File: src/rtl/core/rpp_pkg.sv
// Package for the point rotation block: constants, data types, the arctangent
// table and the angle decoder. No dependencies.
`default_nettype none

package rpp_pkg;

   localparam int COORD_WIDTH_DEF     = 16;
   localparam int ROTATION_STAGES_DEF = 16;

   localparam int ANGLE_WIDTH  = 13;
   localparam int FULL_TURN    = 5760;
   localparam int QUARTER_TURN = 1440;
   localparam int EIGHTH_TURN  = 720;

   localparam int GAIN_WIDTH  = 25;
   localparam int GAIN_FRAC   = 24;
   localparam logic signed [GAIN_WIDTH-1:0] GAIN_Q24 = 25'sd10188014;

   localparam int GUARD_TOTAL   = 38;
   localparam int DATA_WIDTH    = 41;
   localparam int ANGLE_Z_WIDTH = 28;
   localparam int Z_SHIFT       = 16;
   localparam int ATAN_COUNT    = 24;

   localparam int CSR_INDEX_WIDTH = 2;
   localparam logic [CSR_INDEX_WIDTH-1:0] CSR_PIVOT_X = 2'd0;
   localparam logic [CSR_INDEX_WIDTH-1:0] CSR_PIVOT_Y = 2'd1;
   localparam logic [CSR_INDEX_WIDTH-1:0] CSR_ANGLE   = 2'd2;

   typedef struct packed {
      logic [1:0]                       quarter;
      logic signed [ANGLE_Z_WIDTH-1:0]  z;
   } angle_type;

   typedef struct packed {
      logic                             valid;
      logic signed [DATA_WIDTH-1:0]     x;
      logic signed [DATA_WIDTH-1:0]     y;
      logic signed [ANGLE_Z_WIDTH-1:0]  z;
   } beat_type;

   // Arctangent of 2^-i in units of 2^-20 degree.
   function automatic logic signed [ANGLE_Z_WIDTH-1:0] atan_entry(input int index);
      logic signed [ANGLE_Z_WIDTH-1:0] v;
      unique case (index)
         0:  v = 28'sd47185920;
         1:  v = 28'sd27855475;
         2:  v = 28'sd14718068;
         3:  v = 28'sd7471121;
         4:  v = 28'sd3750058;
         5:  v = 28'sd1876857;
         6:  v = 28'sd938658;
         7:  v = 28'sd469357;
         8:  v = 28'sd234682;
         9:  v = 28'sd117342;
         10: v = 28'sd58671;
         11: v = 28'sd29335;
         12: v = 28'sd14668;
         13: v = 28'sd7334;
         14: v = 28'sd3667;
         15: v = 28'sd1833;
         16: v = 28'sd917;
         17: v = 28'sd458;
         18: v = 28'sd229;
         19: v = 28'sd115;
         20: v = 28'sd57;
         21: v = 28'sd29;
         22: v = 28'sd14;
         23: v = 28'sd7;
         default: v = '0;
      endcase
      return v;
   endfunction

   // Splits an angle code into quarter turns and a residual within one eighth turn.
   function automatic angle_type decode_angle(input logic [ANGLE_WIDTH-1:0] code);
      logic [ANGLE_WIDTH-1:0]      a;
      logic [1:0]                  q;
      logic signed [ANGLE_WIDTH:0] r;
      angle_type                   res;
      a = (code >= ANGLE_WIDTH'(FULL_TURN)) ? code - ANGLE_WIDTH'(FULL_TURN) : code;
      priority if (a >= ANGLE_WIDTH'(3 * QUARTER_TURN)) begin
         q = 2'd3;
      end else if (a >= ANGLE_WIDTH'(2 * QUARTER_TURN)) begin
         q = 2'd2;
      end else if (a >= ANGLE_WIDTH'(QUARTER_TURN)) begin
         q = 2'd1;
      end else begin
         q = 2'd0;
      end
      r = $signed({1'b0, a}) - $signed((ANGLE_WIDTH+1)'(int'(q) * QUARTER_TURN));
      if (r > $signed((ANGLE_WIDTH+1)'(EIGHTH_TURN))) begin
         r = r - $signed((ANGLE_WIDTH+1)'(QUARTER_TURN));
         q = q + 2'd1;
      end
      res.quarter = q;
      res.z       = ANGLE_Z_WIDTH'(r) <<< Z_SHIFT;
      return res;
   endfunction

endpackage

`default_nettype wire

File: src/rtl/core/rpp_cordic_cell.sv
// One CORDIC micro-rotation cell of the rotation chain.
// Depends on rpp_pkg.
`default_nettype none

module rpp_cordic_cell
   import rpp_pkg::*;
#(
   parameter int STAGE = 0
) (
   input  wire logic      clock,
   input  wire logic      reset,
   input  wire beat_type  src_beat,
   output beat_type       dst_beat
);

   localparam logic signed [ANGLE_Z_WIDTH-1:0] ATAN = atan_entry(STAGE);

   logic signed [DATA_WIDTH-1:0]    x_cur;
   logic signed [DATA_WIDTH-1:0]    y_cur;
   logic signed [ANGLE_Z_WIDTH-1:0] z_cur;
   logic signed [DATA_WIDTH-1:0]    dx;
   logic signed [DATA_WIDTH-1:0]    dy;
   beat_type                        dst_beat_in;
   beat_type                        dst_beat_ff;

   assign x_cur = src_beat.x;
   assign y_cur = src_beat.y;
   assign z_cur = src_beat.z;
   assign dx    = y_cur >>> STAGE;
   assign dy    = x_cur >>> STAGE;

   always_comb begin
      dst_beat_in.valid = src_beat.valid && !reset;
      if (!z_cur[ANGLE_Z_WIDTH-1]) begin
         dst_beat_in.x = x_cur - dx;
         dst_beat_in.y = y_cur + dy;
         dst_beat_in.z = z_cur - ATAN;
      end else begin
         dst_beat_in.x = x_cur + dx;
         dst_beat_in.y = y_cur - dy;
         dst_beat_in.z = z_cur + ATAN;
      end
   end

   always_ff @(posedge clock) begin
      dst_beat_ff <= dst_beat_in;
   end

   assign dst_beat = dst_beat_ff;

endmodule

`default_nettype wire

File: config.mk
export PLATFORM = sky130hd
export DESIGN_NAME = rpp_cordic_cell
export DESIGN_NICKNAME = d
export VERILOG_FILES = /design/src/rtl/core/rpp_pkg.sv /design/src/rtl/core/rpp_cordic_cell.sv
export SDC_FILE = /design/constraint.sdc
export NUM_CORES = 1
export LEC_CHECK = 0
export BUFFER_PORTS_ARGS = -buffer_cell sky130_fd_sc_hd__buf_4
export CAP_MARGIN = 30
export CORE_MARGIN = 2
export CORE_UTILIZATION = 45
export CTS_CLUSTER_DIAMETER = 30
export DETAILED_ROUTE_END_ITERATION = 10
export PLACE_DENSITY = 0.67
export SETUP_SLACK_MARGIN = 0.05
export SYNTH_ARGS = -nofsm -noshare
export SYNTH_HDL_FRONTEND = slang
export SYNTH_SLANG_ARGS = --single-unit
export TNS_END_PERCENT = 50
File: constraint.sdc
create_clock -name clock -period 3.11 [get_ports clock]
set_input_delay 0.311 -clock clock [delete_from_list [all_inputs] [get_ports clock]]
set_output_delay 0.311 -clock clock [all_outputs]
set_load 0.03 [all_outputs]
* Word level (Yosys, flattened, before mapping)
Cells that the tools add are included.
** Storage, ports and cells
- Register bits after elaboration :: 111
- Bits in latches :: 0
- Memory bits (writable) :: 0
- ROM bits :: 0
- Input port bits :: 113
- Output and inout port bits :: 111
- Word-level logic and storage cells :: 12
- Memories kept :: 0
** Cells by class
- Add/subtract/negate cells :: 5
- Multipliers :: 0
- Divide/modulo/power cells :: 0
- $lt $le $gt $ge :: 0
- Equality and inequality tests :: 0
- Shift-type cells :: 0
- Muxes and demuxes :: 1
- Bitwise logic cells :: 0
- Reduce and logical (&&, ||, !) cells :: 2
** Operators by type and width (count)
- $mux 110 :: 1
- $sub 41x41->41 :: 2
- $add 41x41->41 :: 1
- $add 28x27->28 const B :: 1
- $sub 28x27->28 const B :: 1
- $logic_and 1x1->1 :: 1
- $logic_not 1->1 :: 1

* Logic depth before layout (Yosys ltp)
Gate-level depths: netlist (run 1).
- Word-level depth :: 2
- Depth in mapped cells :: 13
- Depth with buffers taken out :: 12

* Worst setup path after synthesis (run 1)
OpenSTA, ideal clock, no wires.
- Path type :: input port to flip-flop
- From :: input port src_beat[39] (netlist name)
- To :: register dst_beat_ff (netlist bit dst_beat[107])
- Arrival time :: 2617 ps
- Setup slack :: 402 ps
- Cell stages on the path :: 12
- Path buffers :: 1
- Cell sequence :: inv_1 ha_1 clkbuf_1 nand4_1 or3_1 a21oi_1 nor3_1 nor2_1 a21boi_0 o21ai_0 mux2_2 a311oi_1
** RTL lines
- from (decl) :: line rpp_cordic_cell.sv:12 : input wire beat_type src_beat,
- to (signal assigned) :: line rpp_cordic_cell.sv:46 : dst_beat_ff <= dst_beat_in;
- to (decl) :: line rpp_cordic_cell.sv:24 : beat_type dst_beat_ff;

==> results.json, run 1 <==
{
  "fin_area_um2": 14100,
  "cp-endpoint": "dst_beat[106]$_DFF_P_",
  "whs_ns": 0.0388,
  "cts.path.max_buffers": 2,
  "critPathCaptureType": "register",
  "worst-endpoint-required_ns": 3.40,
  "clock-root-buffer": "clkbuf_16",
  "grt_pass1_wl_um": 59200,
  "ant_nets": 0,
  "syn_nets": 1589,
  "port_buffers": 223,
  "hp-class": "in2reg",
  "syn_avg_cell_area_um2": 7.54,
  "yosysUniqueCellTypes": 76,
  "final.fill_count": 2027,
  "grt_pass1_vias": 11022,
  "setup-violations-final": 0,
  "cts_tree": "built",
  "n_antenna_cell": 0,
  "crit_path_start": "src_beat[77]",
  "clkSinkCount": 110,
  "arrival_ns": 3.22,
  "numCtsBuffers": 9,
  "drive_above_1_share_pct": 28.9,
  "synthCells": 1346,
  "vias": 11627,
  "yosys.area.top_type": "dfxtp_1",
  "drt_iter0_markers": 1036,
  "die_area_um2": 23800,
  "synthTopCellsByArea": "dfxtp_1, ha_1, a21oi_1",
  "io_pins": 224,
  "max_slew_margin_pct": 54.9,
  "synth_top_area_share_pct": 21.7,
  "seq_area_frac_synth_pct": 21.7,
  "finalMaxSlewViolations": 0,
  "die_x_um": 154,
  "route.detailed.drc": 0,
  "syn_area_um2": 10100,
  "min_period_ns": 2.93,
  "fmax_ghz": 0.341,
  "async_reset_ff_share_pct": 0,
  "num_rows": 54,
  "vias_per_cell": 5.68,
  "place_congestion": 0.985,
  "ir_drop_uv": 280,
  "grt_max_degree": 52,
  "power_density_nw_per_um2": 452,
  "dieHeight_um": 154,
  "rsz0062_at_grt": "no",
  "synth_edf_count": 0,
  "ys_top_cells_by_count": "a21oi_1, inv_1, ha_1",
  "drtPass1Iterations": 6,
  "nNetsFinal": 2006,
  "yosysMostFrequentCell": "a21oi_1",
  "crit_fanout": 11,
  "worst_pin_slew_ns": 0.671,
  "wl_per_cell_um": 18.8,
  "leakage_nw": 6.88,
  "clk_pin_slew_ns": 0.08,
  "start_util_pct": 46.2,
  "area_growth_pct": 38.9,
  "ys_warn_count": 0,
  "gr-total-overflow": 0,
  "drt_wl_total_um": 38500,
  "track_usage_pct": 31.4,
  "cts_hold_buffers": 0,
  "core_area_um2": 22000,
  "period_share_pct": 94.3,
  "hold_viol_final": 0,
  "start_kind": "primary input",
  "ys_ff_latch": 110,
  "hpwlAfterDp_um": 31800,
  "status": "finished, final reports clean",
  "antenna_found_initial": 0,
  "synthFlopType": "dfxtp_1",
  "h-tree-depth": 3,
  "largest_register_ffs": 110,
  "dpl_cell_area_um2": 13800,
  "cts_setup_buffers": 0,
  "maxCapViolations": 0,
  "crit_type": "in2reg"
}
cell type report:
type | count | area, um2 | area share [%]
clock buffer | 10 | 229 | 1.63
multi-input combinational | 1034 | 7160 | 50.8
sequential | 110 | 2200 | 15.6
inverter | 138 | 518 | 3.68
tap | 280 | 350 | 2.49
timing repair buffer | 470 | 3550 | 25.2
clock inverter | 6 | 78.8 | 0.559
worst min path at each step:
stage	depth (start not counted)	end	slack [ns]	start
finish	1	dst_beat[8]$_DFF_P_	0.04	src_beat[8]
global route	1	dst_beat[8]$_DFF_P_	0.03	src_beat[8]
CTS	1	dst_beat[8]$_DFF_P_	0.03	src_beat[8]
detailed placement	1	dst_beat[4]$_DFF_P_	0.42	src_beat[4]
global placement	1	dst_beat[18]$_DFF_P_	0.42	src_beat[18]
floorplan	0	dst_beat[0]$_DFF_P_	0.34	src_beat[0]
critical path, stage by stage:
cell	delay, ns
buf_4	0.12
ha_1	0.48
nand4_1	0.23
nor3_1	0.24
o311ai_0	0.19
buf_4	0.19
a31oi_1	0.21
buf_4	0.18
o31ai_1	0.12
o31ai_1	0.37
a311oi_1	0.16
a211oi_1	0.25
xnor2_1	0.16
cell families after synthesis:
group,Yosys count,synth area share [%]
compound gates,480,29.7
simple gates,326,15.7
buf+inv,202,7.83
fa+ha+maj,130,16.3
flops,110,21.7
xor+xnor,82,7.08
mux,16,1.62
per-layer routing:
| metal | vias to the layer above | wire length [um] | track usage [%] |
|---|---|---|---|
| li1 | 5592 | - | - |
| met4 | 0 | 777 | 8.19 |
| met2 | 525 | 17400 | 51.3 |
| met3 | 51 | 3270 | 5.67 |
| met1 | 5459 | 17100 | 42.7 |
| met5 | - | 0 | 0 |
placed cells by master, fill, tap and decap left out, types with 11 or more instances in the layout:
cell type and n:
a211oi_1 14, a21o_1 30, a21oi_1 167, a31oi_1 12, buf_4 468, dfxtp_1 110, ha_1 126, inv_1 136
mux2i_1 13, nand2_1 74, nand3_1 21, nand4_1 22, nor2_1 98, nor2b_1 21, nor3_1 28, nor4_1 17
o211ai_1 11, o21a_1 12, o21ai_0 115, o21bai_1 23, o31ai_1 16, xnor2_1 72
repair_timing:
| item | 4_1_cts | 5_1_grt |
|---|---|---|
| hold endpoints to repair | 0 | 0 |
| resized for setup | 0 | 4 |
| setup endpoints to repair | 0 | 6 |
where the power goes:
part	switching [W]	total, W	internal, W
logic	0.00195	0.00332	0.00137
clock network	0.000620	0.00126	0.000644
registers	0.0000864	0.00178	0.00170
total	0.00266	0.00637	0.00371
through the flow:
step                      power, W  worst slack (ns)  util (%)  setup TNS (ns)  instances
after floorplan            0.00364             0.402         -               0       1346
after global placement     0.00507            -0.200      62.7           -1.60       2032
after detailed placement   0.00508            -0.230      62.7           -1.89       2032
after CTS                  0.00636             0.150      64.1               0       2048
after global routing       0.00668            0.0572      64.2               0       2048
final                      0.00637             0.177      64.2               0       2048
(Power assumes the default switching activity.)
==> run 2, diff against run 1 <==
RECOVER_POWER = 100   (was default)
==> run 2 against run 1 <==
  * Fmax is 1.2% lower
  * Global-route usage unchanged
  * Via count increased by 0.11%
  * Total power decreased by 4.3%
  * Combinational power down 7.8%
  * Clock power about the same
  * Cell area down 3.5%
  * Sequential share of layout area rose by 0.57 points
  * Worst hold slack improved by 0.020 ns
  * Cell count stayed put
  * Die area unchanged
==> results.json, run 2 (same netlist as run 1, synthesis figures left out) <==
{
  "whs_ns": 0.0590,
  "dpl_cell_area_um2": 13800,
  "route.detailed.drc": 0,
  "numCtsBuffers": 9,
  "power_density_nw_per_um2": 448,
  "start_util_pct": 46.2,
  "status": "finished, final reports clean",
  "arrival_ns": 3.21,
  "numPlacedInstances": 2032,
  "crit_fanout": 3,
  "final_cell_mix": "buf_4, a21oi_1, inv_1, clkbuf_1, ha_1",
  "crit_path_start": "src_beat[29]",
  "finalMaxSlewViolations": 0,
  "grt_pass1_vias": 11022,
  "port_buffers": 223,
  "start_kind": "primary input",
  "leakage_nw": 6.40,
  "fin_area_um2": 13600,
  "cts_tree": "built",
  "core_area_um2": 22000,
  "largest_register_ffs": 110,
  "cts_hold_buffers": 0,
  "clk_pin_slew_ns": 0.08,
  "die_area_um2": 23800,
  "clkSinkCount": 110,
  "hpwlAfterDp_um": 31800,
  "max_slew_margin_pct": 53.9,
  "clock-root-buffer": "clkbuf_16",
  "worst-endpoint-required_ns": 3.36,
  "cts_setup_buffers": 0,
  "fmax_ghz": 0.337,
  "drt_wl_total_um": 38500,
  "final_common_cell": "buf_4",
  "place_congestion": 0.985,
  "nNetsFinal": 2006,
  "hold_viol_final": 0,
  "die_x_um": 154,
  "hp-class": "in2reg",
  "crit_type": "in2reg",
  "cp-endpoint": "dst_beat[106]$_DFF_P_",
  "wl_per_cell_um": 18.8,
  "vias": 11640,
  "ant_nets": 0,
  "rsz0062_at_grt": "no",
  "drtPass1Iterations": 5,
  "setup-violations-final": 0,
  "final_cells": 2048,
  "grt_pass1_wl_um": 59200,
  "drt_iter0_markers": 894,
  "worst_pin_slew_ns": 0.685,
  "antenna_found_initial": 0,
  "vias_per_cell": 5.68,
  "register_area_um2": 2200,
  "n_antenna_cell": 0,
  "min_period_ns": 2.97,
  "grt_max_degree": 52,
  "track_usage_pct": 31.4,
  "drive_above_1_share_pct": 21.5,
  "num_rows": 54,
  "period_share_pct": 95.4,
  "io_pins": 224,
  "ir_drop_uv": 265,
  "h-tree-depth": 3,
  "final.fill_count": 2148,
  "multiInputGateArea_um2": 7150,
  "cts.path.max_buffers": 2,
  "area_growth_pct": 34.0,
  "maxCapViolations": 0,
  "critPathCaptureType": "register",
  "dieHeight_um": 154,
  "gr-total-overflow": 0
}
## run 2: cell types whose count changed in the layout (fill, tap and decap cells not counted), moves of 3 or more
cell	previous run	this run
clkbuf_4	0	32
and2_1	6	3
and2_0	0	3
clkbuf_1	1	131
buf_4	468	305
## run 2: metal layers
metal  GRT usage, %  share of wire (%)
met2           51.3                 45
met5              0                  0
met4           8.19                2.2
met3           5.67                8.5
met1           42.7                 45
## run 2: what timing repair did
action,CTS,global route
gates resized for setup,0,4
hold endpoints to repair,0,0
endpoints found under the setup margin,0,6
## run 2: stage by stage
stage | power, W | worst slack [ns] | utilization (%) | setup TNS [ns]
3_5_place_dp | 0.00508 | -0.230 | 62.7 | -1.89
5_1_grt | 0.00641 | 0.0329 | 61.9 | 0
4_1_cts | 0.00636 | 0.150 | 64.1 | 0
6_report | 0.00609 | 0.142 | 61.9 | 0
2_1_floorplan | 0.00364 | 0.402 | - | 0
3_3_place_gp | 0.00507 | -0.200 | 62.7 | -1.60
## run 2: critical path: stages
cell,delay (ns)
clkbuf_1,0.11
inv_1,0.07
ha_1,0.32
nor2b_1,0.17
o31a_1,0.27
o311ai_0,0.33
buf_4,0.20
a31oi_1,0.11
buf_4,0.18
o31ai_1,0.40
o31ai_1,0.18
a311oi_1,0.32
a211oi_1,0.10
xnor2_1,0.16
## run 2: worst min-delay path by stage
| stage | slack, ns | startpoint | end | cells past startpoint |
|---|---|---|---|---|
| after floorplan | 0.34 | src_beat[0] | dst_beat[0]$_DFF_P_ | 0 |
| after global placement | 0.42 | src_beat[18] | dst_beat[18]$_DFF_P_ | 1 |
| after detailed placement | 0.42 | src_beat[4] | dst_beat[4]$_DFF_P_ | 1 |
| after CTS | 0.03 | src_beat[8] | dst_beat[8]$_DFF_P_ | 1 |
| after global routing | 0.05 | src_beat[8] | dst_beat[8]$_DFF_P_ | 1 |
| final | 0.06 | src_beat[8] | dst_beat[8]$_DFF_P_ | 1 |
## run 2: where the power goes
part,switching [W],internal (W),total [W]
combinational,0.00196,0.00110,0.00306
clock,0.000618,0.000644,0.00126
sequential,0.0000778,0.00170,0.00177
## run 2: cell type report
cell class | count | share of cell area (%)
clock inverter | 6 | 0.580
timing repair buffer | 470 | 22.5
sequential | 110 | 16.2
tap | 280 | 2.58
inverter | 138 | 3.81
multi-input combinational | 1034 | 52.6
clock buffer | 10 | 1.68
