===== src/rtl/core/rpp_pkg.sv =====
// Package for the point rotation block: constants, data types, the arctangent
// table and the angle decoder. No dependencies.
`default_nettype none

package rpp_pkg;

   localparam int COORD_WIDTH_DEF     = 16;
   localparam int ROTATION_STAGES_DEF = 16;

   localparam int ANGLE_WIDTH  = 13;
   localparam int FULL_TURN    = 5760;
   localparam int QUARTER_TURN = 1440;
   localparam int EIGHTH_TURN  = 720;

   localparam int GAIN_WIDTH  = 25;
   localparam int GAIN_FRAC   = 24;
   localparam logic signed [GAIN_WIDTH-1:0] GAIN_Q24 = 25'sd10188014;

   localparam int GUARD_TOTAL   = 38;
   localparam int DATA_WIDTH    = 41;
   localparam int ANGLE_Z_WIDTH = 28;
   localparam int Z_SHIFT       = 16;
   localparam int ATAN_COUNT    = 24;

   localparam int CSR_INDEX_WIDTH = 2;
   localparam logic [CSR_INDEX_WIDTH-1:0] CSR_PIVOT_X = 2'd0;
   localparam logic [CSR_INDEX_WIDTH-1:0] CSR_PIVOT_Y = 2'd1;
   localparam logic [CSR_INDEX_WIDTH-1:0] CSR_ANGLE   = 2'd2;

   typedef struct packed {
      logic [1:0]                       quarter;
      logic signed [ANGLE_Z_WIDTH-1:0]  z;
   } angle_type;

   typedef struct packed {
      logic                             valid;
      logic signed [DATA_WIDTH-1:0]     x;
      logic signed [DATA_WIDTH-1:0]     y;
      logic signed [ANGLE_Z_WIDTH-1:0]  z;
   } beat_type;

   // Arctangent of 2^-i in units of 2^-20 degree.
   function automatic logic signed [ANGLE_Z_WIDTH-1:0] atan_entry(input int index);
      logic signed [ANGLE_Z_WIDTH-1:0] v;
      unique case (index)
         0:  v = 28'sd47185920;
         1:  v = 28'sd27855475;
         2:  v = 28'sd14718068;
         3:  v = 28'sd7471121;
         4:  v = 28'sd3750058;
         5:  v = 28'sd1876857;
         6:  v = 28'sd938658;
         7:  v = 28'sd469357;
         8:  v = 28'sd234682;
         9:  v = 28'sd117342;
         10: v = 28'sd58671;
         11: v = 28'sd29335;
         12: v = 28'sd14668;
         13: v = 28'sd7334;
         14: v = 28'sd3667;
         15: v = 28'sd1833;
         16: v = 28'sd917;
         17: v = 28'sd458;
         18: v = 28'sd229;
         19: v = 28'sd115;
         20: v = 28'sd57;
         21: v = 28'sd29;
         22: v = 28'sd14;
         23: v = 28'sd7;
         default: v = '0;
      endcase
      return v;
   endfunction

   // Splits an angle code into quarter turns and a residual within one eighth turn.
   function automatic angle_type decode_angle(input logic [ANGLE_WIDTH-1:0] code);
      logic [ANGLE_WIDTH-1:0]      a;
      logic [1:0]                  q;
      logic signed [ANGLE_WIDTH:0] r;
      angle_type                   res;
      a = (code >= ANGLE_WIDTH'(FULL_TURN)) ? code - ANGLE_WIDTH'(FULL_TURN) : code;
      priority if (a >= ANGLE_WIDTH'(3 * QUARTER_TURN)) begin
         q = 2'd3;
      end else if (a >= ANGLE_WIDTH'(2 * QUARTER_TURN)) begin
         q = 2'd2;
      end else if (a >= ANGLE_WIDTH'(QUARTER_TURN)) begin
         q = 2'd1;
      end else begin
         q = 2'd0;
      end
      r = $signed({1'b0, a}) - $signed((ANGLE_WIDTH+1)'(int'(q) * QUARTER_TURN));
      if (r > $signed((ANGLE_WIDTH+1)'(EIGHTH_TURN))) begin
         r = r - $signed((ANGLE_WIDTH+1)'(QUARTER_TURN));
         q = q + 2'd1;
      end
      res.quarter = q;
      res.z       = ANGLE_Z_WIDTH'(r) <<< Z_SHIFT;
      return res;
   endfunction

endpackage

`default_nettype wire


===== src/rtl/core/rpp_scale.sv =====
// Front of the rotation pipeline: pivot subtraction, gain multiply and quarter turns.
// Depends on rpp_pkg.
`default_nettype none

module rpp_scale
   import rpp_pkg::*;
#(
   parameter int COORD_WIDTH = COORD_WIDTH_DEF
) (
   input  wire logic                          clock,
   input  wire logic                          reset,
   input  wire logic                          load,
   input  wire logic signed [COORD_WIDTH-1:0] point_x,
   input  wire logic signed [COORD_WIDTH-1:0] point_y,
   input  wire logic signed [COORD_WIDTH-1:0] pivot_x,
   input  wire logic signed [COORD_WIDTH-1:0] pivot_y,
   input  wire angle_type                     angle,
   output beat_type                           dst_beat
);

   localparam int DIFF_WIDTH = COORD_WIDTH + 1;
   localparam int PROD_WIDTH = DIFF_WIDTH + GAIN_WIDTH;
   localparam int GUARD      = GUARD_TOTAL - COORD_WIDTH;
   localparam int LEFT       = (GUARD >= GAIN_FRAC) ? GUARD - GAIN_FRAC : 0;
   localparam int RIGHT      = (GUARD >= GAIN_FRAC) ? 0 : GAIN_FRAC - GUARD;
   localparam int WIDE_WIDTH = PROD_WIDTH + LEFT + 1;

   logic                          diff_valid_ff;
   logic signed [DIFF_WIDTH-1:0]  diff_x_ff;
   logic signed [DIFF_WIDTH-1:0]  diff_y_ff;
   logic signed [DIFF_WIDTH-1:0]  diff_x_in;
   logic signed [DIFF_WIDTH-1:0]  diff_y_in;
   logic signed [PROD_WIDTH-1:0]  prod_x;
   logic signed [PROD_WIDTH-1:0]  prod_y;
   logic signed [WIDE_WIDTH-1:0]  wide_x;
   logic signed [WIDE_WIDTH-1:0]  wide_y;
   logic signed [DATA_WIDTH-1:0]  scaled_x;
   logic signed [DATA_WIDTH-1:0]  scaled_y;
   beat_type                      dst_beat_in;
   beat_type                      dst_beat_ff;

   assign diff_x_in = DIFF_WIDTH'(point_x) - DIFF_WIDTH'(pivot_x);
   assign diff_y_in = DIFF_WIDTH'(point_y) - DIFF_WIDTH'(pivot_y);

   always_ff @(posedge clock) begin
      diff_x_ff     <= diff_x_in;
      diff_y_ff     <= diff_y_in;
      diff_valid_ff <= reset ? 1'b0 : load;
   end

   assign prod_x = PROD_WIDTH'(diff_x_ff) * PROD_WIDTH'(GAIN_Q24);
   assign prod_y = PROD_WIDTH'(diff_y_ff) * PROD_WIDTH'(GAIN_Q24);

   // The product carries GAIN_FRAC fraction bits; the datapath keeps GUARD of them.
   assign wide_x   = (WIDE_WIDTH'(prod_x) <<< LEFT) >>> RIGHT;
   assign wide_y   = (WIDE_WIDTH'(prod_y) <<< LEFT) >>> RIGHT;
   assign scaled_x = DATA_WIDTH'(wide_x);
   assign scaled_y = DATA_WIDTH'(wide_y);

   always_comb begin
      dst_beat_in.valid = diff_valid_ff && !reset;
      dst_beat_in.z     = angle.z;
      unique case (angle.quarter)
         2'd0: begin
            dst_beat_in.x = scaled_x;
            dst_beat_in.y = scaled_y;
         end
         2'd1: begin
            dst_beat_in.x = -scaled_y;
            dst_beat_in.y = scaled_x;
         end
         2'd2: begin
            dst_beat_in.x = -scaled_x;
            dst_beat_in.y = -scaled_y;
         end
         default: begin
            dst_beat_in.x = scaled_y;
            dst_beat_in.y = -scaled_x;
         end
      endcase
   end

   always_ff @(posedge clock) begin
      dst_beat_ff <= dst_beat_in;
   end

   assign dst_beat = dst_beat_ff;

endmodule

`default_nettype wire


===== config.mk =====
export PLATFORM = sky130hd
export DESIGN_NAME = rpp_scale
export DESIGN_NICKNAME = d
export VERILOG_FILES = /design/src/rtl/core/rpp_pkg.sv /design/src/rtl/core/rpp_scale.sv
export SDC_FILE = /design/constraint.sdc
export NUM_CORES = 1
export LEC_CHECK = 0
export CAP_MARGIN = 20
export CORE_MARGIN = 2
export CORE_UTILIZATION = 45
export CTS_CLUSTER_DIAMETER = 50
export DETAILED_ROUTE_END_ITERATION = 16
export DONT_BUFFER_PORTS = 1
export SETUP_SLACK_MARGIN = 0.5
export SYNTH_ARGS = -nofsm -noshare
export SYNTH_HDL_FRONTEND = slang
export SYNTH_SLANG_ARGS = --single-unit

===== constraint.sdc =====
create_clock -name clock -period 8.2 [get_ports clock]
set_input_delay 1.23 -clock clock [delete_from_list [all_inputs] [get_ports clock]]
set_output_delay 1.23 -clock clock [all_outputs]
set_load 0.02 [all_outputs]

* Word level (Yosys, flattened, before mapping)
Index checks and enable logic that the tools add are counted.
** Operators by class
- Muxes and demuxes :: 1
- Eq/ne operators :: 2
- Multiply operators :: 2
- Shift-type cells :: 0
- Bitwise operators :: 0
- Order comparisons :: 0
- $add $sub $neg :: 4
- Div/mod/pow operators :: 0
- Reduce and logical (&&, ||, !) cells :: 3
** Operator list (number)
- one-hot mux 82 bit (3 select lines) :: 1
- multiplier 17 x 24 -> 41 bit (second input constant) :: 2
- negation 40 -> 41 bit :: 2
- subtractor 16 x 16 -> 17 bit :: 2
- equality test 2 x 1 -> 1 bit (second input constant) :: 1
- equality test 2 bit (second input constant) :: 1
- logical NOT 2 bit :: 1
- logical AND 1 bit :: 1
- logical NOT 1 bit :: 1
** Storage, ports and cells
- Memory bits (writable) :: 0
- Bits in latches :: 0
- Flip-flop bits (word level) :: 146
- Logic and storage cells :: 19
- Memory bits (read-only) :: 0
- Memories :: 0
- Output and inout bits :: 111
- Input port bits :: 97

* Logic depth before layout (Yosys ltp)
Gate-level depths: netlist of run 1.
- Depth in word-level cells :: 3
- Gate-level depth with buffers :: 28
- Gate-level depth less buffers :: 25

* Worst setup path after synthesis of run 1
OpenSTA, ideal clock, no wires.
- Kind :: register -> register
- From :: register diff_x_ff[5]
- To :: register dst_beat_ff, in the netlist dst_beat[66]
- Slack :: 1151 ps
- Cell stages (with the launch flop) :: 24
- Arrival :: 6932 ps
- Library setup time :: 117 ps
- Clock period less this slack :: 7049 ps
- Buffers on the path :: 1
- Required time :: 8083 ps
- Cell sequence :: dfxtp_1 > fa_1 > inv_1 > fa_1 > fa_1 > fa_1 > inv_1 > fa_1 > inv_1 > fa_1 > inv_1 > ha_1 > and3_1 > and3_1 > a2111oi_4 > or3b_2 > a211oi_1 > nand4_4 > nand4b_4 > nor4_4 > buf_6 > nand3_2 > a32o_1 > a22o_1
** RTL lines
- from (decl) :: line rpp_scale.sv:29 : logic signed [DIFF_WIDTH-1:0] diff_x_ff;
- from (signal assigned) :: line rpp_scale.sv:46 : diff_x_ff <= diff_x_in;
- to (signal assigned) :: line rpp_scale.sv:84 : dst_beat_ff <= dst_beat_in;
- to (decl) :: line rpp_scale.sv:40 : beat_type dst_beat_ff;

==> qor.yml, run 1 <==
clock_path_buffers: 2
clock_skew_ns: 0.01631
die_h_um: 239.9
crit_path_end_kind: "flop"
final_nets: 3605
cp_max_fo: 12
worstPathArrival_ns: 7.89
syn_area_sq_um: 25050
first_pass_iters: 6
synthTopCellsByArea: "fa_1, ha_1, dfxtp_1"
period_minus_slack_ns: 7.489
place.detailed.hpwl_um: 64470
antenna_found_initial: 0
clock_latency_ns: 0.49
synth_commonest_cells: "inv_1, ha_1, fa_1, nor2_1, nand2_1"
synth_edf_count: 0
cts_num_sinks: 146
routed_wl_um: 75140
hold_viol_final: 0
drive_above_1_share: 0.07051
crit_path_top_delay_cell: "fa_1"
yosys.area.top_type: "fa_1"
drtIter0Drc: 1657
fmax_mhz: 133.5
whs_ns: 0.4525
die_w_um: 239.9
relSlewSlack: 0.2599
tightest_slew_ns: 1.106
max_stage_delay_ns: 0.56
setup_violations: 0
cts_inserted_buffers: 17
synth_cell_types: 95
n_fill_cell: 5383
period_share: 0.9133
ys_ff_latch: 146
cts_root_buffer: "clkbuf_16"
initial_core_util: 0.4546
core_sq_um: 55090
gp_congestion: 0.9460
holdBufCountCts: 0
synth_most_common_cell: "inv_1"
multi_input_area_sq_um: 19800
yosys_warnings: 0
avgRoutedWirePerCell_um: 20.78
row_count: 86
cts_tree: "done"
required_ns: 8.60
ys_seq_area_frac: 0.1167
synth_nets: 3656
cts_max_level: 4
syn_to_final_growth_pct: 6.754
hp-class: "flop to flop"
clk_pin_slew_worst_paths_ns: 0.07
max_cap_viol_count: 0
netlist.area_leader.share: 0.2510
track_usage: 0.2677
path_common_cell: "inv_1"
rsz0062_at_grt: "false"
startpoint_type: "flop"
ios: 208
via_count: 20310
grt_max_degree: 251
grt_pass1_vias: 20670
grt_overflow: 0
status: "finished, final reports clean"
syn_inst: 2903
slew_violations: 0
worstSetupPathType: "flop to flop"
portBuffers: 0
synthArstFlopShare: 0
drc: 0
viasPerCell: 5.619
regArea_sq_um: 2949
drtAntennaViolNets: 0
die-area_sq_um: 57560
setup_tns_ns: 0
grt_first_pass_wirelength_um: 117300
synth_ff_type: "dfxtp_1"
syn_avg_cell_area_sq_um: 8.628
==> logic make-up after synthesis <==
kind of cell | after synthesis | synth area share
AO/OA/AOI/OAI | 643 | 0.1764
XOR/XNOR | 63 | 0.02203
adder cells (fa/ha/maj) | 656 | 0.4218
buffers and inverters | 692 | 0.1044
flip-flops | 146 | 0.1167
multiplexers | 44 | 0.02692
AND/OR/NAND/NOR | 659 | 0.1318
==> cell usage in the layout (no fill, tap or decap), types with 31 or more instances in the layout <==
cell type	synthesis	layout
nor3_1	40	39
a21oi_1	155	151
dfxtp_1	146	131
inv_1	593	592
a21o_1	37	37
ha_1	342	337
xnor2_1	37	31
nand2_1	171	171
nor2_1	200	199
o21ai_0	108	105
nand3_1	51	50
fa_1	314	314
a211oi_1	57	48
==> sequential cells by signal (all words and copies together) (netlist names) <==
register       flops
diff_y_ff         17
diff_x_ff         17
dst_beat         111
diff_valid_ff      1
==> worst max-delay path: cells and delay by family, from the launching register on <==
family / cells / cell delay [ns]
buffers and inverters: 8 / 0.81
multiplexers: 1 / 0.49
AND/OR/NAND/NOR: 5 / 1.12
flip-flops: 1 / 0.41
adder cells (fa/ha/maj): 7 / 3.29
AO/OA/AOI/OAI: 4 / 1.27
==> area by class of cell <==
| type | count | share of cell area |
|---|---|---|
| antenna | 2 | 0.0001872 |
| inverter | 594 | 0.08343 |
| clock inverter | 15 | 0.006177 |
| timing repair buffer | 28 | 0.008469 |
| tap | 748 | 0.03500 |
| sequential | 146 | 0.1103 |
| multi-input combinational | 2065 | 0.7405 |
| clock buffer | 17 | 0.01591 |
==> metrics by stage <==
step	area, sq um	cells	setup slack, ns	util
finish	26740	3615	0.7110	0.4854
global route	26730	3613	0.4944	0.4853
CTS	26370	3604	0.4799	0.4787
detailed placement	25740	3572	0.1022	0.4673
global placement	25740	3572	0.1881	0.4673
floorplan	25050	2903	1.151	-
==> routing by layer <==
metal / track usage / vias up / wire [um]
li1: - / 9698 / -
met1: 0.3543 / 9968 / 33350
met2: 0.4596 / 569 / 36330
met3: 0.04018 / 77 / 3982
met4: 0.06381 / 0 / 1477
met5: 0 / - / 0
==> what timing repair did <==
| action | in CTS | in global routing |
|---|---|---|
| gates resized for setup | 13 | 70 |
| setup buffers | 0 | 8 |
| setup endpoints to repair | 20 | 30 |
| pin swaps | 0 | 8 |
==> path summary, 6_finish.rpt <==
kind                                               start                    end  slack, ns  cells past startpoint
worst max-delay path                diff_y_ff[6]$_DFF_P_   dst_beat[61]$_DFF_P_       0.71                     25
worst min-delay path            diff_valid_ff$_SDFF_PP0_  dst_beat[110]$_DFF_P_       0.45                      1
worst max register to register      diff_y_ff[6]$_DFF_P_   dst_beat[61]$_DFF_P_       0.71                     25
worst min register to register  diff_valid_ff$_SDFF_PP0_  dst_beat[110]$_DFF_P_       0.45                      1
Power of run 1 is left out: the tool's default activity adds up to more than one toggle a clock period on the data nets, which glitch-free logic cannot reach.
==> inputs of run 2 (changes only) <==
==> constraint.sdc (replaced) <==
create_clock -name clock -period 8.2 [get_ports clock]
set_input_delay 0.41 -clock clock [delete_from_list [all_inputs] [get_ports clock]]
set_output_delay 0.41 -clock clock [all_outputs]
set_load 0.02 [all_outputs]
==> run 2 against run 1 <==
Compared with the run above: global-route usage is 0.15 points higher; fmax is 0.17% lower; register-to-register slack hardly changed; wire length is 0.61% higher; sequential cell count unchanged; clock skew is 0.0012 ns lower; setup slack got worse by 0.013 ns; worst hold slack lost 0.40 ns; critical path type unchanged; critical endpoint unchanged.
==> qor.yml, run 2 (synthesis results as in run 1) <==
wirelength_met1_um: 33410  # +0.19%
max_cap_viol_count: 0  # unchanged
cts_max_level: 4  # unchanged
viasPerCell: 5.607  # -0.21%
syn_to_final_growth_pct: 8.032
setup_violations: 0  # unchanged
cts_inserted_buffers: 17  # unchanged
die-area_sq_um: 57560  # unchanged
max_stage_delay_ns: 0.62  # +0.06 ns
first_pass_iters: 6  # unchanged
cts_num_sinks: 146  # unchanged
core_sq_um: 55090  # unchanged
place.detailed.hpwl_um: 64470  # unchanged
met2_length_um: 36720  # +1.1%
antenna_found_initial: 0  # unchanged
rsz0062_at_grt: "false"
grt_overflow: 0  # unchanged
clock_path_buffers: 2  # unchanged
track_usage: 0.2692  # +0.001530
fmax_mhz: 133.3  # -0.17%
slew_violations: 0  # unchanged
placed_cells: 3572  # unchanged
cp_max_fo: 12  # unchanged
relSlewSlack: 0.2418  # -0.01819
largest_reg_flops: 111  # unchanged
status: "finished, final reports clean"
period_share: 0.9148  # +0.001531
grt_first_pass_wirelength_um: 118000  # +0.61%
hold_viol_final: 0  # unchanged
cts_root_buffer: "clkbuf_16"
avgRoutedWirePerCell_um: 20.73  # -0.27%
initial_core_util: 0.4546  # unchanged
period_minus_slack_ns: 7.502  # +0.01256 ns
crit_path_end_kind: "flop"
drc: 0  # unchanged
stdcell_count: 3647  # +0.89%
path_common_cell: "fa_1"
drtAntennaViolNets: 0  # unchanged
grt_max_degree: 251  # unchanged
whs_ns: 0.05193  # -0.4006 ns
drtIter0Drc: 1705  # +2.9%
cts_tree: "done"
top_layer: "met4"
setup_tns_ns: 0  # unchanged
final_cell_mix: "inv_1, ha_1, fa_1"
grt_pass1_vias: 20820  # +0.75%
drive_above_1_share: 0.06973  # -0.0007788
die_h_um: 239.9  # unchanged
final_common_cell: "inv_1"
die_w_um: 239.9  # unchanged
gp_congestion: 0.9460  # unchanged
worstSetupPathType: "flop to flop"
clock_latency_ns: 0.49  # about the same
final_core_util: 0.4912  # +0.005814
via_count: 20450  # +0.67%
crit_path_top_delay_cell: "fa_1"
worstPathArrival_ns: 7.90  # about the same
startpoint_type: "flop"
final_nets: 3637  # +0.89%
portBuffers: 0  # unchanged
met3WireLength_um: 3955  # -0.68%
ios: 208  # unchanged
tightest_slew_ns: 1.133  # +0.02718 ns
routed_wl_um: 75590  # +0.61%
clk_pin_slew_worst_paths_ns: 0.07  # about the same
required_ns: 8.59  # about the same
row_count: 86  # unchanged
hp-class: "primary input to flop"
clock_skew_ns: 0.01508  # -0.001233 ns
cp_cell_sequence: "fa_1 > inv_1 > fa_1 > inv_1 > ha_1 > fa_1 > fa_1 > inv_1 > fa_1 > inv_1 > ha_1 > a21o_1 > a31oi_4 > o21ai_1 > or3_1 > a222oi_1 > buf_4 > and4_4 > nand4b_4 > nor3_1 > buf_4 > nor2_1 > mux4_2 > a211oi_1"
run 2: cell count changes in the layout (fill, tap and decap cells not counted):
cell,change
dlygate4sd3_1,+32
run 2: worst max-delay path, delay by kind of cell (launching register included):
family,cells,cell delay (ns)
buffers and inverters,6,0.64
DFF,1,0.42
and+or+nand+nor,5,1.10
AOI/OAI and AO/OA,5,1.43
adders and majority gates,7,3.33
muxes,1,0.49
run 2: metrics by stage:
step                      area (sq um)  worst slack (ns)
after floorplan                  25050             1.151
after detailed placement         25740            0.1022
after global placement           25740            0.1881
final                            27060            0.6985
after CTS                        26680            0.4799
after global routing             27050            0.4944
run 2: final timing paths:
path / start / endpoint / slack [ns] / depth (start not counted)
max reg2reg: diff_y_ff[8]$_DFF_P_ / dst_beat[61]$_DFF_P_ / 0.70 / 24
max: diff_y_ff[8]$_DFF_P_ / dst_beat[61]$_DFF_P_ / 0.70 / 24
min: angle[29] / dst_beat[75]$_DFF_P_ / 0.05 / 1
min reg2reg: diff_valid_ff$_SDFF_PP0_ / dst_beat[110]$_DFF_P_ / 0.45 / 1
run 2: repair_timing:
action                                 in CTS  in global routing
endpoints found under the hold margin      31                  1
gates resized for setup                    13                 70
hold buffers                               31                  1
pin swaps                                   0                  8
setup endpoints to repair                  20                 30
buffers inserted                            0                  8
run 2: layout make-up:
class                      count  area [sq um]
clock inverter                15         165.2
fill                        5356         28030
inverter                     594          2231
multi-input combinational   2065         19800
sequential                   146          2949
tap                          748         935.9
timing repair buffer          60         546.8
antenna                        2         5.005
clock buffer                  17         425.4
run 2: layer usage:
| metal | vias to the layer above | global-route usage |
|---|---|---|
| met1 | 10050 | 0.3545 |
| met3 | 80 | 0.04156 |
| li1 | 9755 | - |
| met5 | - | 0 |
| met2 | 561 | 0.4629 |
| met4 | 0 | 0.06588 |
Power of run 2 is left out for the same reason.
