`config.mk`:
```
export PLATFORM = sky130hd
export DESIGN_NAME = rpp_output
export DESIGN_NICKNAME = d
export VERILOG_FILES = /design/src/rtl/core/rpp_pkg.sv /design/src/rtl/core/rpp_output.sv
export SDC_FILE = /design/constraint.sdc
export NUM_CORES = 1
export LEC_CHECK = 0
export BUFFER_PORTS_ARGS = -buffer_cell sky130_fd_sc_hd__clkbuf_2
export CORE_ASPECT_RATIO = 0.9
export CORE_MARGIN = 2
export CORE_UTILIZATION = 48
export DETAILED_ROUTE_END_ITERATION = 12
export GPL_ROUTABILITY_DRIVEN = 0
export PLACE_DENSITY_LB_ADDON = 0.1
export SYNTH_ARGS = -nofsm -noshare
export SYNTH_HDL_FRONTEND = slang
export SYNTH_SLANG_ARGS = --single-unit
```
`constraint.sdc`:
```
create_clock -name clock -period 4.37 [get_ports clock]
set_clock_uncertainty 0.1 [all_clocks]
set_input_delay 0.6555 -clock clock [delete_from_list [all_inputs] [get_ports clock]]
set_output_delay 0.6555 -clock clock [all_outputs]
set_load 0.02 [all_outputs]
```
`src/rtl/core/rpp_pkg.sv`:
```
// Package for the point rotation block: constants, data types, the arctangent
// table and the angle decoder. No dependencies.
`default_nettype none

package rpp_pkg;

   localparam int COORD_WIDTH_DEF     = 16;
   localparam int ROTATION_STAGES_DEF = 16;

   localparam int ANGLE_WIDTH  = 13;
   localparam int FULL_TURN    = 5760;
   localparam int QUARTER_TURN = 1440;
   localparam int EIGHTH_TURN  = 720;

   localparam int GAIN_WIDTH  = 25;
   localparam int GAIN_FRAC   = 24;
   localparam logic signed [GAIN_WIDTH-1:0] GAIN_Q24 = 25'sd10188014;

   localparam int GUARD_TOTAL   = 38;
   localparam int DATA_WIDTH    = 41;
   localparam int ANGLE_Z_WIDTH = 28;
   localparam int Z_SHIFT       = 16;
   localparam int ATAN_COUNT    = 24;

   localparam int CSR_INDEX_WIDTH = 2;
   localparam logic [CSR_INDEX_WIDTH-1:0] CSR_PIVOT_X = 2'd0;
   localparam logic [CSR_INDEX_WIDTH-1:0] CSR_PIVOT_Y = 2'd1;
   localparam logic [CSR_INDEX_WIDTH-1:0] CSR_ANGLE   = 2'd2;

   typedef struct packed {
      logic [1:0]                       quarter;
      logic signed [ANGLE_Z_WIDTH-1:0]  z;
   } angle_type;

   typedef struct packed {
      logic                             valid;
      logic signed [DATA_WIDTH-1:0]     x;
      logic signed [DATA_WIDTH-1:0]     y;
      logic signed [ANGLE_Z_WIDTH-1:0]  z;
   } beat_type;

   // Arctangent of 2^-i in units of 2^-20 degree.
   function automatic logic signed [ANGLE_Z_WIDTH-1:0] atan_entry(input int index);
      logic signed [ANGLE_Z_WIDTH-1:0] v;
      unique case (index)
         0:  v = 28'sd47185920;
         1:  v = 28'sd27855475;
         2:  v = 28'sd14718068;
         3:  v = 28'sd7471121;
         4:  v = 28'sd3750058;
         5:  v = 28'sd1876857;
         6:  v = 28'sd938658;
         7:  v = 28'sd469357;
         8:  v = 28'sd234682;
         9:  v = 28'sd117342;
         10: v = 28'sd58671;
         11: v = 28'sd29335;
         12: v = 28'sd14668;
         13: v = 28'sd7334;
         14: v = 28'sd3667;
         15: v = 28'sd1833;
         16: v = 28'sd917;
         17: v = 28'sd458;
         18: v = 28'sd229;
         19: v = 28'sd115;
         20: v = 28'sd57;
         21: v = 28'sd29;
         22: v = 28'sd14;
         23: v = 28'sd7;
         default: v = '0;
      endcase
      return v;
   endfunction

   // Splits an angle code into quarter turns and a residual within one eighth turn.
   function automatic angle_type decode_angle(input logic [ANGLE_WIDTH-1:0] code);
      logic [ANGLE_WIDTH-1:0]      a;
      logic [1:0]                  q;
      logic signed [ANGLE_WIDTH:0] r;
      angle_type                   res;
      a = (code >= ANGLE_WIDTH'(FULL_TURN)) ? code - ANGLE_WIDTH'(FULL_TURN) : code;
      priority if (a >= ANGLE_WIDTH'(3 * QUARTER_TURN)) begin
         q = 2'd3;
      end else if (a >= ANGLE_WIDTH'(2 * QUARTER_TURN)) begin
         q = 2'd2;
      end else if (a >= ANGLE_WIDTH'(QUARTER_TURN)) begin
         q = 2'd1;
      end else begin
         q = 2'd0;
      end
      r = $signed({1'b0, a}) - $signed((ANGLE_WIDTH+1)'(int'(q) * QUARTER_TURN));
      if (r > $signed((ANGLE_WIDTH+1)'(EIGHTH_TURN))) begin
         r = r - $signed((ANGLE_WIDTH+1)'(QUARTER_TURN));
         q = q + 2'd1;
      end
      res.quarter = q;
      res.z       = ANGLE_Z_WIDTH'(r) <<< Z_SHIFT;
      return res;
   endfunction

endpackage

`default_nettype wire

```
`src/rtl/core/rpp_output.sv`:
```
// Back of the rotation pipeline: rounding, pivot addition, saturation and result register.
// Depends on rpp_pkg.
`default_nettype none

module rpp_output
   import rpp_pkg::*;
#(
   parameter int COORD_WIDTH = COORD_WIDTH_DEF
) (
   input  wire logic                          clock,
   input  wire logic                          reset,
   input  wire beat_type                      src_beat,
   input  wire logic signed [COORD_WIDTH-1:0] pivot_x,
   input  wire logic signed [COORD_WIDTH-1:0] pivot_y,
   output logic                               rsp_valid,
   output logic signed [COORD_WIDTH-1:0]      rsp_rotated_x,
   output logic signed [COORD_WIDTH-1:0]      rsp_rotated_y
);

   localparam int GUARD = GUARD_TOTAL - COORD_WIDTH;
   localparam int RW    = DATA_WIDTH + 2;
   localparam logic signed [RW-1:0] HALF  = RW'(1) << (GUARD - 1);
   localparam logic signed [RW-1:0] MAX_V = {{(RW-COORD_WIDTH+1){1'b0}}, {(COORD_WIDTH-1){1'b1}}};
   localparam logic signed [RW-1:0] MIN_V = ~MAX_V;

   logic                          valid_ff;
   logic signed [COORD_WIDTH-1:0] x_ff;
   logic signed [COORD_WIDTH-1:0] y_ff;
   logic signed [COORD_WIDTH-1:0] x_in;
   logic signed [COORD_WIDTH-1:0] y_in;

   function automatic logic signed [COORD_WIDTH-1:0] finish(
      input logic signed [DATA_WIDTH-1:0]  v,
      input logic signed [COORD_WIDTH-1:0] pivot
   );
      logic signed [RW-1:0]          total;
      logic signed [COORD_WIDTH-1:0] res;
      total = ((RW'(v) + HALF) >>> GUARD) + RW'(pivot);
      priority if (total > MAX_V) begin
         res = MAX_V[COORD_WIDTH-1:0];
      end else if (total < MIN_V) begin
         res = MIN_V[COORD_WIDTH-1:0];
      end else begin
         res = total[COORD_WIDTH-1:0];
      end
      return res;
   endfunction

   assign x_in = finish(src_beat.x, pivot_x);
   assign y_in = finish(src_beat.y, pivot_y);

   always_ff @(posedge clock) begin
      x_ff     <= x_in;
      y_ff     <= y_in;
      valid_ff <= reset ? 1'b0 : src_beat.valid;
   end

   assign rsp_valid     = valid_ff;
   assign rsp_rotated_x = x_ff;
   assign rsp_rotated_y = y_ff;

endmodule

`default_nettype wire

```
# Word-level counts from Yosys, hierarchy flattened
# Index checks and enable logic that the tools add are counted.
[totals] ff_bits=33 inputBits=145 out_inout_bits=33 word_cells=13
[classes] mux=2 add_sub_neg=4 n_lt_le_gt_ge=4
[ops] operator="$add A41 B23 Y42 const B" count=2
[ops] operator="$add A20 B16 Y21" count=2
[ops] operator="$gt A21 B16 Y1 const B" count=2
[ops] operator="$lt A21 B16 Y1 const B" count=2
[ops] operator="$mux W16" count=2

# Depth between registers and ports, before layout
# Gate-level depths: netlist of the first run.
[logic_depth] depth_word=4 ltp_mapped=17 mapped_depth_nobuf=16

# Worst setup path before layout of the first run
# Ideal clock, no wire load.
[synth_path] kind="input -> register" from="input port src_beat[51] (netlist name)" to="register y_ff[0], in the netlist rsp_rotated_y[0]" slack_ns=0.491 arrival_ns=3.651 cell_stages=17 path_buffers=2 required_time_ns=4.142 setup_time_ns=0.128 cell_sequence="and3_1 -> nand3_1 -> nor2_1 -> nand4_1 -> nor2_1 -> xor2_1 -> ha_1 -> clkdlybuf4s15_2 -> a21oi_1 -> o21ai_0 -> a211oi_1 -> o41ai_2 -> xor2_1 -> and3_2 -> a31oi_1 -> buf_6 -> o21ai_0"
[synth_between] elab_chain_cells=4 word_cells_on_any_way=5 classes_between="add/sub: 2; order compare: 2; mux: 1"
[synth_lines] element="start, declared" line="rpp_output.sv:12" rtl="input wire beat_type src_beat,"
[synth_lines] element="$add A41 B23 Y42 (*)" line="rpp_output.sv:38" rtl="total = ((RW'(v) + HALF) >>> GUARD) + RW'(pivot);"
[synth_lines] element="$add A20 B16 Y21 (*)" line="rpp_output.sv:38"
[synth_lines] element="$lt A21 B16 Y1" line="rpp_output.sv:41" rtl="end else if (total < MIN_V) begin"
[synth_lines] element="$mux W16" line="rpp_output.sv:41"
[synth_lines] element="end signal, assigned" line="rpp_output.sv:54" rtl="y_ff <= y_in;"
[synth_lines] element="end, declared" line="rpp_output.sv:28" rtl="logic signed [COORD_WIDTH-1:0] y_ff;"
# Every way passes the cells marked *; elsewhere a longest branch is shown, timed or not.
# A chain may end at the register's enable or synchronous reset.

# Worst setup path after layout of the first run
[layout_path] from="input port src_beat[93] (netlist name)" to="register x_ff[3], in the netlist rsp_rotated_x[3]"
[layout_between] elab_chain_cells=4 word_cells_on_any_way=5 classes_between="add/sub: 2; order compare: 2; mux: 1"
[layout_lines] element="$add A41 B23 Y42 (*)" line="rpp_output.sv:38"
[layout_lines] element="$add A20 B16 Y21 (*)" line="rpp_output.sv:38"
[layout_lines] element="$lt A21 B16 Y1" line="rpp_output.sv:41"
[layout_lines] element="$mux W16" line="rpp_output.sv:41"
[layout_lines] element="end signal, assigned" line="rpp_output.sv:53" rtl="x_ff <= x_in;"
[layout_lines] element="end, declared" line="rpp_output.sv:27" rtl="logic signed [COORD_WIDTH-1:0] x_ff;"
# Marks and branches as above.

==> impl_metrics.json, run 1 <==
{
  "max_freq_ghz": 0.251,
  "initial_utilization": 0.498,
  "drc": 0,
  "cts_buffers": 5,
  "grt_pass1_vias": 3547,
  "hold_ws_ns": 0.417,
  "h-tree-depth": 2,
  "die_h_microns": 88.4,
  "synth-seq-cells": 33,
  "core.rowCount": 30,
  "finalNonFillerCells": 698,
  "cts_root_buf": "clkbuf_8",
  "maxCapViolCount": 0,
  "track_usage": 0.213,
  "yosys_warnings": 0,
  "path_common_cell": "and3_1",
  "yosys.area.top_type": "ha_1",
  "grt_max_degree": 16,
  "crit_path_end_kind": "flop",
  "synth_edf_count": 0,
  "path_cells": "clkbuf_2 > and3_1 > and3_1 > nand3_1 > or2_2 > xnor2_1 > ha_1 > o211ai_1 > nor2_1 > o41ai_1 > a21o_1 > xor2_1 > a2111oi_4 > a21boi_2 > o21ai_0",
  "grt_overflow": 0,
  "cts.reportedPaths.clkPinSlew_ns": 0.07,
  "final_cell_area_sq_um": 4740,
  "io_buffer_count": 107,
  "wirelength_microns": 9460,
  "vias": 3844,
  "antenna_found_initial": 0,
  "max-clock-path-buffers": 2,
  "wl_per_cell_microns": 13.6,
  "drv_slew": 0,
  "yosysUniqueCellTypes": 65,
  "cp.arrival_ns": 4.02,
  "cp.required_ns": 4.41,
  "final.period_utilization": 0.912,
  "synthesis.nets": 665,
  "cts_setup_buffers": 0,
  "nets": 803,
  "rsz0062_at_grt": "no",
  "critical_path.max_stage_delay_ns": 0.47,
  "cpMaxStageDelayCell": "a21boi_2",
  "die-area_sq_um": 8640,
  "ys_seq_area_frac": 0.174,
  "viasPerCell": 5.51,
  "hold_viol_final": 0,
  "p_leak_nw": 2.23,
  "dr.pass1.iters": 5,
  "max_slew_margin": 0.634,
  "synth_top_area_frac": 0.178,
  "grt_pass1_wl_microns": 15500,
  "synth.cell_area_sq_um": 3800,
  "die_w_microns": 97.8,
  "synth_ff_type": "dfxtp_1",
  "cp-start-kind": "input port",
  "fin_util": 0.622,
  "async_flop_share": 0,
  "syn_to_final_growth_pct": 24.9,
  "worstPathMaxFanout": 12,
  "cellPowerDensity_nw_per_um2": 277,
  "tightest_slew_ns": 0.545,
  "final_antenna_net_count": 0,
  "post-place-cells": 691,
  "cts_tree": "done",
  "drt_iter0_drc": 86,
  "syn_area_per_cell_sq_um": 8.18,
  "clock-sinks": 33,
  "drive_above_1_share": 0.287,
  "dp_hpwl_microns": 7930,
  "finalSetupViolations": 0,
  "path_class": "input port to flop",
  "n_antenna_cell": 0,
  "outcome": "complete, no violations",
  "hold_path_class": "input port to flop",
  "ys_top_cells_by_area": "ha_1 (18%), dfxtp_1 (17%), xnor2_1 (10%), a21oi_1 (6.1%), xor2_1 (6.0%)",
  "final.min_clock_period_ns": 3.98,
  "place_area_sq_um": 4650,
  "vdd.ir_drop.worst_v": 0.000244,
  "core_area_sq_um": 7620,
  "synthCells": 464,
  "ios": 178
}
## layer usage
| layer | routed length (microns) | global-route usage |
|---|---|---|
| met1 | 4650 | 0.298 |
| met2 | 4280 | 0.356 |
| met3 | 496 | 0.0442 |
| met4 | 35 | 0.0227 |
| met5 | 0 | 0 |
## sequential cells by signal, indices dropped and copies added (netlist names)
name / cells
rsp_valid: 1
rsp_rotated_y: 16
rsp_rotated_x: 16
## synth_stat cells (2+ instances only)
cell and number:
a2111oi_0 2, a211oi_1 7, a21boi_0 3, a21o_1 11, a21o_2 3, a21oi_1 46, a31oi_1 2, and2_1 3
and3_1 9, and3_2 2, and4_1 4, buf_2 2, buf_6 3, clkbuf_1 3, dfxtp_1 33, fa_1 2
ha_1 54, inv_1 10, nand2_1 37, nand2b_1 2, nand3_1 29, nand4_1 9, nor2_1 21, nor2b_1 4
nor3_1 4, o211ai_1 6, o21a_1 4, o21ai_0 31, o21ai_1 10, o21ai_2 2, o21bai_1 3, or2_2 2
xnor2_1 44, xor2_1 26
## metrics by stage
stage | setup WS [ns] | TNS [ns] | total power [mW]
after CTS | 0.0715 | 0 | 1.32
after detailed placement | -0.206 | -0.836 | 1.07
after floorplan | 0.491 | 0 | 0.850
final | 0.386 | 0 | 1.31
after global routing | 0.0185 | 0 | 1.41
after global placement | -0.0283 | -0.0489 | 1.06
## power by group
group | total, mW | internal (mW) | switching, mW
Sequential | 0.384 | 0.363 | 0.0200
Clock | 0.241 | 0.125 | 0.116
Combinational | 0.690 | 0.288 | 0.402
Total | 1.31 | 0.776 | 0.538
## critical path, delay by kind of cell
family	cells	cell delay [ns]
AOI/OAI and AO/OA	6	1.38
buffers and inverters	1	0.10
and+or+nand+nor	5	1.02
adders and majority gates	1	0.30
xor gates and xnor gates	2	0.56
## what timing repair did
item / CTS / global route
gates resized for setup: 0 / 2
endpoints found under the setup margin: 0 / 12
hold buffers: 0 / 0
## layout make-up
| cell class | instances | area (sq um) |
|---|---|---|
| multi-input combinational | 411 | 3030 |
| fill | 711 | 2880 |
| timing repair buffer | 141 | 803 |
| sequential | 33 | 661 |
| tap | 96 | 120 |
| clock buffer | 6 | 82.6 |
| inverter | 10 | 37.5 |
| clock inverter | 1 | 7.51 |
## path summary, 6_finish.rpt
kind	start	to	cells past startpoint
hold / removal	reset	rsp_valid	2
setup / recovery	src_beat[93]	rsp_rotated_x[3]	15
## cells by family after synthesis
kind of cell | after synthesis | share of synthesized area
fa+ha+maj | 56 | 0.188
simple gates | 134 | 0.181
mux | 1 | 0.00264
compound gates | 150 | 0.263
xor+xnor | 70 | 0.161
buf+inv | 20 | 0.0293
flops | 33 | 0.174
## cells in the final DEF (no fill, tap or decap), drive strengths merged, types with 3 or more instances in the layout
cell | Yosys | final
a21oi | 46 | 46
a21boi | 4 | 4
ha | 54 | 54
clkbuf | 3 | 113
nor2 | 21 | 21
nand2 | 37 | 37
a21o | 14 | 14
o21a | 4 | 4
nor3 | 4 | 4
a31oi | 3 | 3
xnor2 | 44 | 44
inv | 10 | 10
and3 | 11 | 11
o21bai | 3 | 3
a211oi | 8 | 8
xor2 | 26 | 26
o211ai | 6 | 6
o21ai | 44 | 44
nand3 | 29 | 29
nor2b | 4 | 4
and2 | 3 | 3
dfxtp | 33 | 33
nand4 | 9 | 9
and4 | 5 | 5
buf | 6 | 34
a2111oi | 3 | 3
No activity file was read; power rests on OpenSTA's default activity.
==> run 2: changes to the inputs <==
--- a/config.mk
+++ b/config.mk
@@ -5,10 +5,11 @@
 export SDC_FILE = /design/constraint.sdc
 export NUM_CORES = 1
 export LEC_CHECK = 0
+export ABC_AREA = 1
 export BUFFER_PORTS_ARGS = -buffer_cell sky130_fd_sc_hd__clkbuf_2
 export CORE_ASPECT_RATIO = 0.9
 export CORE_MARGIN = 2
-export CORE_UTILIZATION = 48
+export CORE_UTILIZATION = 51
 export DETAILED_ROUTE_END_ITERATION = 12
 export GPL_ROUTABILITY_DRIVEN = 0
 export PLACE_DENSITY_LB_ADDON = 0.1
==> impl_metrics.json, run 2 <==
{
  "outcome": "complete, no violations",
  "cp.arrival_ns": 4.01,
  "cellPowerDensity_nw_per_um2": 269,
  "max_slew_margin": 0.699,
  "path_class": "input port to flop",
  "dp_hpwl_microns": 9920,
  "synth_edf_count": 0,
  "max-clock-path-buffers": 2,
  "async_flop_share": 0,
  "cp-start-kind": "input port",
  "cpMaxStageDelayCell": "nor4_2",
  "synth-seq-cells": 33,
  "finalNonFillerCells": 953,
  "viasPerCell": 5.02,
  "synth_top_area_frac": 0.188,
  "antenna_found_initial": 0,
  "path_cells": "clkbuf_2 > ha_1 > nand3_1 > nor3b_2 > nand4_1 > nor4_2 > nand3_1 > xor2_1 > inv_1 > ha_1 > nand2_1 > nor2_1 > and2_1 > nand3_1 > nand3_1 > nand2_1 > nand2_1 > nand2_1 > nand3b_4 > nand2_4 > nand2_1",
  "drt_iter0_drc": 305,
  "tightest_slew_ns": 0.450,
  "nets": 1034,
  "synthCells": 722,
  "grt_pass1_wl_microns": 18600,
  "initial_utilization": 0.527,
  "cts_hold_buf": 0,
  "die_h_microns": 93.5,
  "setup-tns-final_ns": 0,
  "die_w_microns": 103,
  "dr.pass1.iters": 5,
  "critical_path.max_stage_delay_ns": 0.39,
  "synth_top_family_by_area": "simple AND/OR/NAND/NOR gates",
  "n_antenna_cell": 0,
  "syn_area_per_cell_sq_um": 6.28,
  "maxCapViolCount": 0,
  "final.min_clock_period_ns": 3.95,
  "cts_setup_buffers": 0,
  "grtUsageMet2": 0.363,
  "synth-xor-area-share": 0.106,
  "cts.reportedPaths.clkPinSlew_ns": 0.07,
  "cts_root_buf": "clkbuf_8",
  "yosysUniqueCellTypes": 40,
  "yosys.area.top_type": "nand2_1",
  "crit_path_end_kind": "flop",
  "busiest_layer": "met2",
  "core_area_sq_um": 8610,
  "n_fill_cell": 830,
  "synth-compound-area-share": 0.0836,
  "drc": 0,
  "track_usage": 0.237,
  "io_buffer_count": 107,
  "p_leak_nw": 2.96,
  "ys_top_cells_by_area": "nand2_1 (19%), ha_1 (15%), dfxtp_1 (15%), inv_1 (8.0%), xor2_1 (7.3%)",
  "seq_power_share": 0.283,
  "wirelength_microns": 11300,
  "synthesis.nets": 923,
  "synth-adder-area-share": 0.158,
  "post-place-cells": 945,
  "grt_max_degree": 16,
  "cp_top_family": "simple AND/OR/NAND/NOR gates",
  "met3_usage": 0.0262,
  "final.period_utilization": 0.904,
  "final_common_cell": "nand2_1",
  "die-area_sq_um": 9670,
  "cp.required_ns": 4.43,
  "synth.cell_area_sq_um": 4540,
  "wl_per_cell_microns": 11.9,
  "max_freq_ghz": 0.253,
  "yosys.cell_count.top_type": "nand2_1",
  "synthSimpleGateAreaFrac": 0.411,
  "grt_overflow": 0,
  "synth_ff_type": "dfxtp_1",
  "met1_usage": 0.358,
  "drv_slew": 0,
  "power_switching_mw": 0.649,
  "yosys_warnings": 0,
  "hold_ws_ns": 0.416,
  "vdd.ir_drop.worst_v": 0.000186,
  "crit_buf_inv": 2,
  "cts_buffers": 5,
  "ys_seq_area_frac": 0.146,
  "h-tree-depth": 2,
  "p_clk_frac": 0.157,
  "p_int_mw": 0.769,
  "hold_viol_final": 0,
  "synth_mux_area_frac": 0,
  "clock-sinks": 33,
  "synthTopCellsByCount": "nand2_1 (227), inv_1 (97), ha_1 (54)",
  "drive_above_1_share": 0.213,
  "final_cell_mix": "nand2_1 (227), clkbuf_2 (107), inv_1 (97), ha_1 (54), nor2_1 (50)",
  "syn_to_final_growth_pct": 16.0,
  "cts_tree": "done",
  "vias": 4784,
  "swShare": 0.458,
  "path_common_cell": "nand2_1",
  "core.rowCount": 32,
  "cts_resized": 0,
  "finalSetupViolations": 0,
  "final_antenna_net_count": 0,
  "rsz0062_at_grt": "no",
  "grt_pass1_vias": 4200,
  "hold_path_class": "input port to flop",
  "ios": 178,
  "worstPathMaxFanout": 15,
  "power_frac_comb": 0.560
}
run 2: worst paths after layout:
path	to	from	depth (start not counted)	slack (ns)
min	rsp_valid	reset	2	0.42
max	rsp_rotated_x[2]	src_beat[90]	21	0.42
run 2: stage by stage:
stage / area [sq um] / setup slack [ns] / util / power, mW
floorplan: 4540 / 0.858 / - / 0.983
global placement: 5170 / 0.261 / 0.601 / 1.18
detailed placement: 5170 / 0.170 / 0.601 / 1.20
CTS: 5260 / 0.453 / 0.611 / 1.42
global route: 5260 / 0.0476 / 0.611 / 1.54
finish: 5260 / 0.420 / 0.611 / 1.42
run 2: power groups by stage:
stage	Sequential (mW)	Combinational [mW]	Clock, mW
4_1_cts	0.402	0.791	0.230
2_1_floorplan	0.512	0.471	0
5_1_grt	0.410	0.886	0.243
6_report	0.401	0.794	0.223
3_5_place_dp	0.408	0.787	0
3_3_place_gp	0.409	0.774	0
run 2: kinds of logic after synthesis:
| group | Yosys count |
|---|---|
| buf+inv | 105 |
| compound gates | 67 |
| xor+xnor | 55 |
| fa+ha+maj | 56 |
| flops | 33 |
| simple gates | 406 |
run 2: per-layer routing:
layer / vias up / part of all wire
met3: 5 / 0.059
met1: 2123 / 0.54
li1: 2518 / -
met5: - / 0
met2: 138 / 0.40
met4: 0 / 0.0067
run 2: final cells by class:
class | instances | area (sq um) | area share
Clock buffer | 5 | 68.8 | 0.0131
Clock inverter | 3 | 17.5 | 0.00333
Inverter | 101 | 379 | 0.0721
Multi-Input combinational cell | 584 | 3440 | 0.654
Sequential cell | 33 | 661 | 0.126
Tap cell | 119 | 149 | 0.0283
Timing Repair Buffer | 108 | 543 | 0.103
